### config.mk
export PLATFORM = sky130hd
export DESIGN_NAME = bsc_delay
export DESIGN_NICKNAME = d
export VERILOG_FILES = /design/src/sv/bsc_delay.sv
export SDC_FILE = /design/constraint.sdc
export NUM_CORES = 1
export LEC_CHECK = 0
export ABC_AREA = 1
export BUFFER_PORTS_ARGS = -buffer_cell sky130_fd_sc_hd__buf_2
export CAP_MARGIN = 20
export CORE_ASPECT_RATIO = 1.75
export CORE_MARGIN = 3
export CORE_UTILIZATION = 40
export DETAILED_ROUTE_END_ITERATION = 6
export PLACE_DENSITY = 0.67
export SETUP_SLACK_MARGIN = 0.1
export SYNTH_ARGS = -nofsm -noshare
export SYNTH_HDL_FRONTEND = slang
export SYNTH_SLANG_ARGS = --single-unit
### constraint.sdc
create_clock -name clk -period 0.8 [get_ports clk]
set_input_delay 0.04 -clock clk [delete_from_list [all_inputs] [get_ports clk]]
set_output_delay 0.04 -clock clk [all_outputs]
set_load 0.1 [all_outputs]
### src/sv/bsc_delay.sv
// Enabled shift line that keeps pipeline side data in step with the datapath.
// Depends on nothing.
module bsc_delay #(
	parameter int W = 64,
	parameter int N = 2
) (
	input  logic         clk,
	input  logic         en,
	input  logic [W-1:0] d,
	output logic [W-1:0] q
);
	logic [W-1:0] line_q [N];

	always_ff @(posedge clk) begin
		if (en) begin
			line_q[0] <= d;
			for (int i = 1; i < N; i++) begin
				line_q[i] <= line_q[i-1];
			end
		end
	end

	assign q = line_q[N-1];
endmodule

==> run_results.csv <==
group,metric,value,unit
status,outcome,"finished, violations left",
status,violations,"setup timing",
sta,slew_violations,0,
yosys,yosysTopAreaCellShare,88.89,%
global_routing,grt_usage,13.29,%
worst_setup_path,cpMaxStageDelayCell,"edfxtp_1",
sta,rsz0062_at_grt,"true",
floorplanning,die-area,12140,um2
yosys,synth_edf_count,128,
power_and_ir_drop,power.density,2664,nW/um2
power_and_ir_drop,switching_share,25.64,%
clock_tree,cts_buffers,17,
sta,period_share,135.3,%
routing,ant_nets,0,
yosys,synth_seq_cells,128,
final_layout,area_growth_syn_to_layout,59.20,%
final_layout,final_cell_area,6884,um2
routing,vias,2003,
routing,drc,0,
power_and_ir_drop,finalPower,0.01834,W
worst_setup_path,cp_data_required_time,0.76,ns
sta,clock-skew-final,0.008370,ns
flow_run,maxCapViolCount,0,
yosys,syn_nets,258,
final_layout,finalNetCount,411,
power_and_ir_drop,pwr-share-seq,44.8,%
final_layout,multi_input_area,0,um2
yosys,yosysWarningCount,0,
yosys,ys_seq_area_share,88.89,%
global_routing,grt-ovfl-total,0,
worst_setup_path,cp_max_fo,1,
power_and_ir_drop,comb_power_share,16.5,%
final_layout,antenna-diode-count,0,
floorplanning,core_area,10420,um2
routing,wl_per_cell,15.70,um
sta,worstMarginPinSlew,0.2079,ns
clock_tree,clkSlewWorstSetupHoldPaths,0.05,ns
floorplanning,boundaryPins,130,
yosys,syn_area_per_cell,22.52,um2
final_layout,fin_util,66.05,%
worst_setup_path,cp.arrival,1.04,ns
worst_setup_path,path_cells,"buf_12",
clock_tree,post_cts_buffers,0,
routing,drt-initial-drc-count,155,
clock_tree,clkSinkCount,128,
final_layout,top_register,"line_q",
power_and_ir_drop,p_switching,0.004701,W
yosys,synth.most_common_cell,"edfxtp_1",
worst_setup_path,path_delay_family,"flip-flops",
routing,drt_first_pass_iters,4,
power_and_ir_drop,peakVddDrop,1.838,mV
yosys,ys.flop_type,"edfxtp_1",
min_path,hold_class,"input pin to flop",
yosys,synthCells,192,
worst_setup_path,slowest_delay,0.43,ns
yosys,synth_area,4324,um2
clock_tree,cts_tree,"done",
placement,io_buffers,129,
final_layout,num-multi-input-gates,0,
power_and_ir_drop,power_frac_clock,38.7,%
yosys,yosysTopAreaCell,"edfxtp_1",
sta,finalSetupViolCount,64,
worst_setup_path,end_kind,"output port",
sta,min_period,1.083,ns
final_layout,reg_top3,"line_q: 128 flops",
placement,place.gp.congestion,0.7218,
placement,placed_area,5679,um2
final_layout,fill_cells,667,
sta,slew_headroom,86.14,%
yosys,synthTopCellsByCount,"edfxtp_1 (128), buf_4 (64)",
final_layout,drive_gt1_share,44.97,%
clock_tree,clk_path_buf_depth,2,
sta,finalWorstSetupSlack,-0.2825,ns
routing,viasPerCell,4.130,
floorplanning,die_w,84.60,um
global_routing,grt_pass1_vias,2211,
power_and_ir_drop,p_int,0.01364,W
clock_tree,cts_max_level,4,
global_routing,grt_pass1_wl,11.47,mm
power_and_ir_drop,p_leak,2.686,nW
worst_setup_path,critical_path_class,"flop to output port",
yosys,synthTopCellsByArea,"edfxtp_1 (89%), buf_4 (11%)",
sta,max_freq,0.9238,GHz
sta,hold_viol_final,0,
routing,routed_wirelength,7.615,mm
global_routing,grt_max_degree,42,
yosys,ys_types,2,
clock_tree,cts-root-buf,"clkbuf_16",
yosys,synthArstFlopShare,0,%
final_layout,largest_register_ffs,128,
floorplanning,initial_core_util,41.49,%
floorplanning,die_h,143.5,um
floorplanning,rows,49,
placement,dp_slack,0.02123,ns
clock_tree,worstSkewPairLatency,0.41,ns
worst_setup_path,start_kind,"flop",
global_routing,antenna_found_initial,0,
worst_setup_path,crit_buf_inv,1,
==> metrics by stage <==
stage / hold WS [ns] / setup TNS, ns / instances
after CTS: 0.1470 / -17.40 / 485
after floorplan: 0.1389 / 0 / 192
after global routing: 0.1638 / -17.84 / 485
after detailed placement: 0.2181 / 0 / 388
final: 0.1584 / -15.86 / 485
after global placement: 0.2165 / 0 / 388
==> area by class of cell <==
type / count / area, um2 / share of cell area [%]
repair buffers: 198 / 2327 / 33.81
clock buffers: 19 / 432.9 / 6.289
flip-flops and latches: 128 / 3844 / 55.83
well taps: 127 / 158.9 / 2.308
clock inverters: 13 / 121.4 / 1.763
==> worst paths after layout <==
kind / startpoint / to / slack (ns) / depth (start not counted)
worst max-delay path: line_q[0][88] / q[24] / -0.28 / 1
worst min-delay path: en / line_q[0][14] / 0.16 / 2
worst max register to register: line_q[0][56] / line_q[0][120] / 0.15 / 0
worst min register to register: line_q[0][60] / line_q[0][124] / 0.41 / 0
==> routing by layer <==
metal / GRT usage [%] / share of wire [%]
met1: 12.69 / 32
met2: 23.54 / 59
met3: 4.188 / 4.9
met4: 9.758 / 4.3
met5: 0 / 0
==> cell families (layout without fill, tap and decap cells) <==
family,count (synthesis),count (layout),synth area share (%)
buffers and inverters,64,230,11.11
flip-flops,128,128,88.89
==> timing repair <==
| action | 4_1_cts | 5_1_grt |
|---|---|---|
| endpoints found under the setup margin | 64 | 64 |
| pin swaps | 0 | 0 |
| gates resized for setup | 0 | 0 |
| endpoints found under the hold margin | 65 | 0 |
| hold buffers | 65 | 0 |
==> power by group through the flow <==
stage	sequential, W	combinational (W)	clock, W
after global placement	0.00832	0.00277	0
final	0.00822	0.00303	0.00709
after global routing	0.00827	0.00310	0.00751
after detailed placement	0.00836	0.00278	0
after floorplan	0.00818	0.00188	0
after CTS	0.00823	0.00304	0.00722
==> cell usage in the layout (no fill, tap or decap) <==
| cell type | synthesis | layout |
|---|---|---|
| clkbuf_1 | 0 | 2 |
| bufinv_16 | 0 | 2 |
| clkinv_4 | 0 | 1 |
| dlygate4sd3_1 | 0 | 65 |
| clkinv_2 | 0 | 6 |
| clkbuf_16 | 0 | 17 |
| buf_2 | 0 | 64 |
| buf_4 | 64 | 2 |
| edfxtp_1 | 128 | 128 |
| buf_12 | 0 | 67 |
| clkinv_1 | 0 | 2 |
| clkinvlp_4 | 0 | 2 |
No activity file was read; power rests on OpenSTA's default activity.
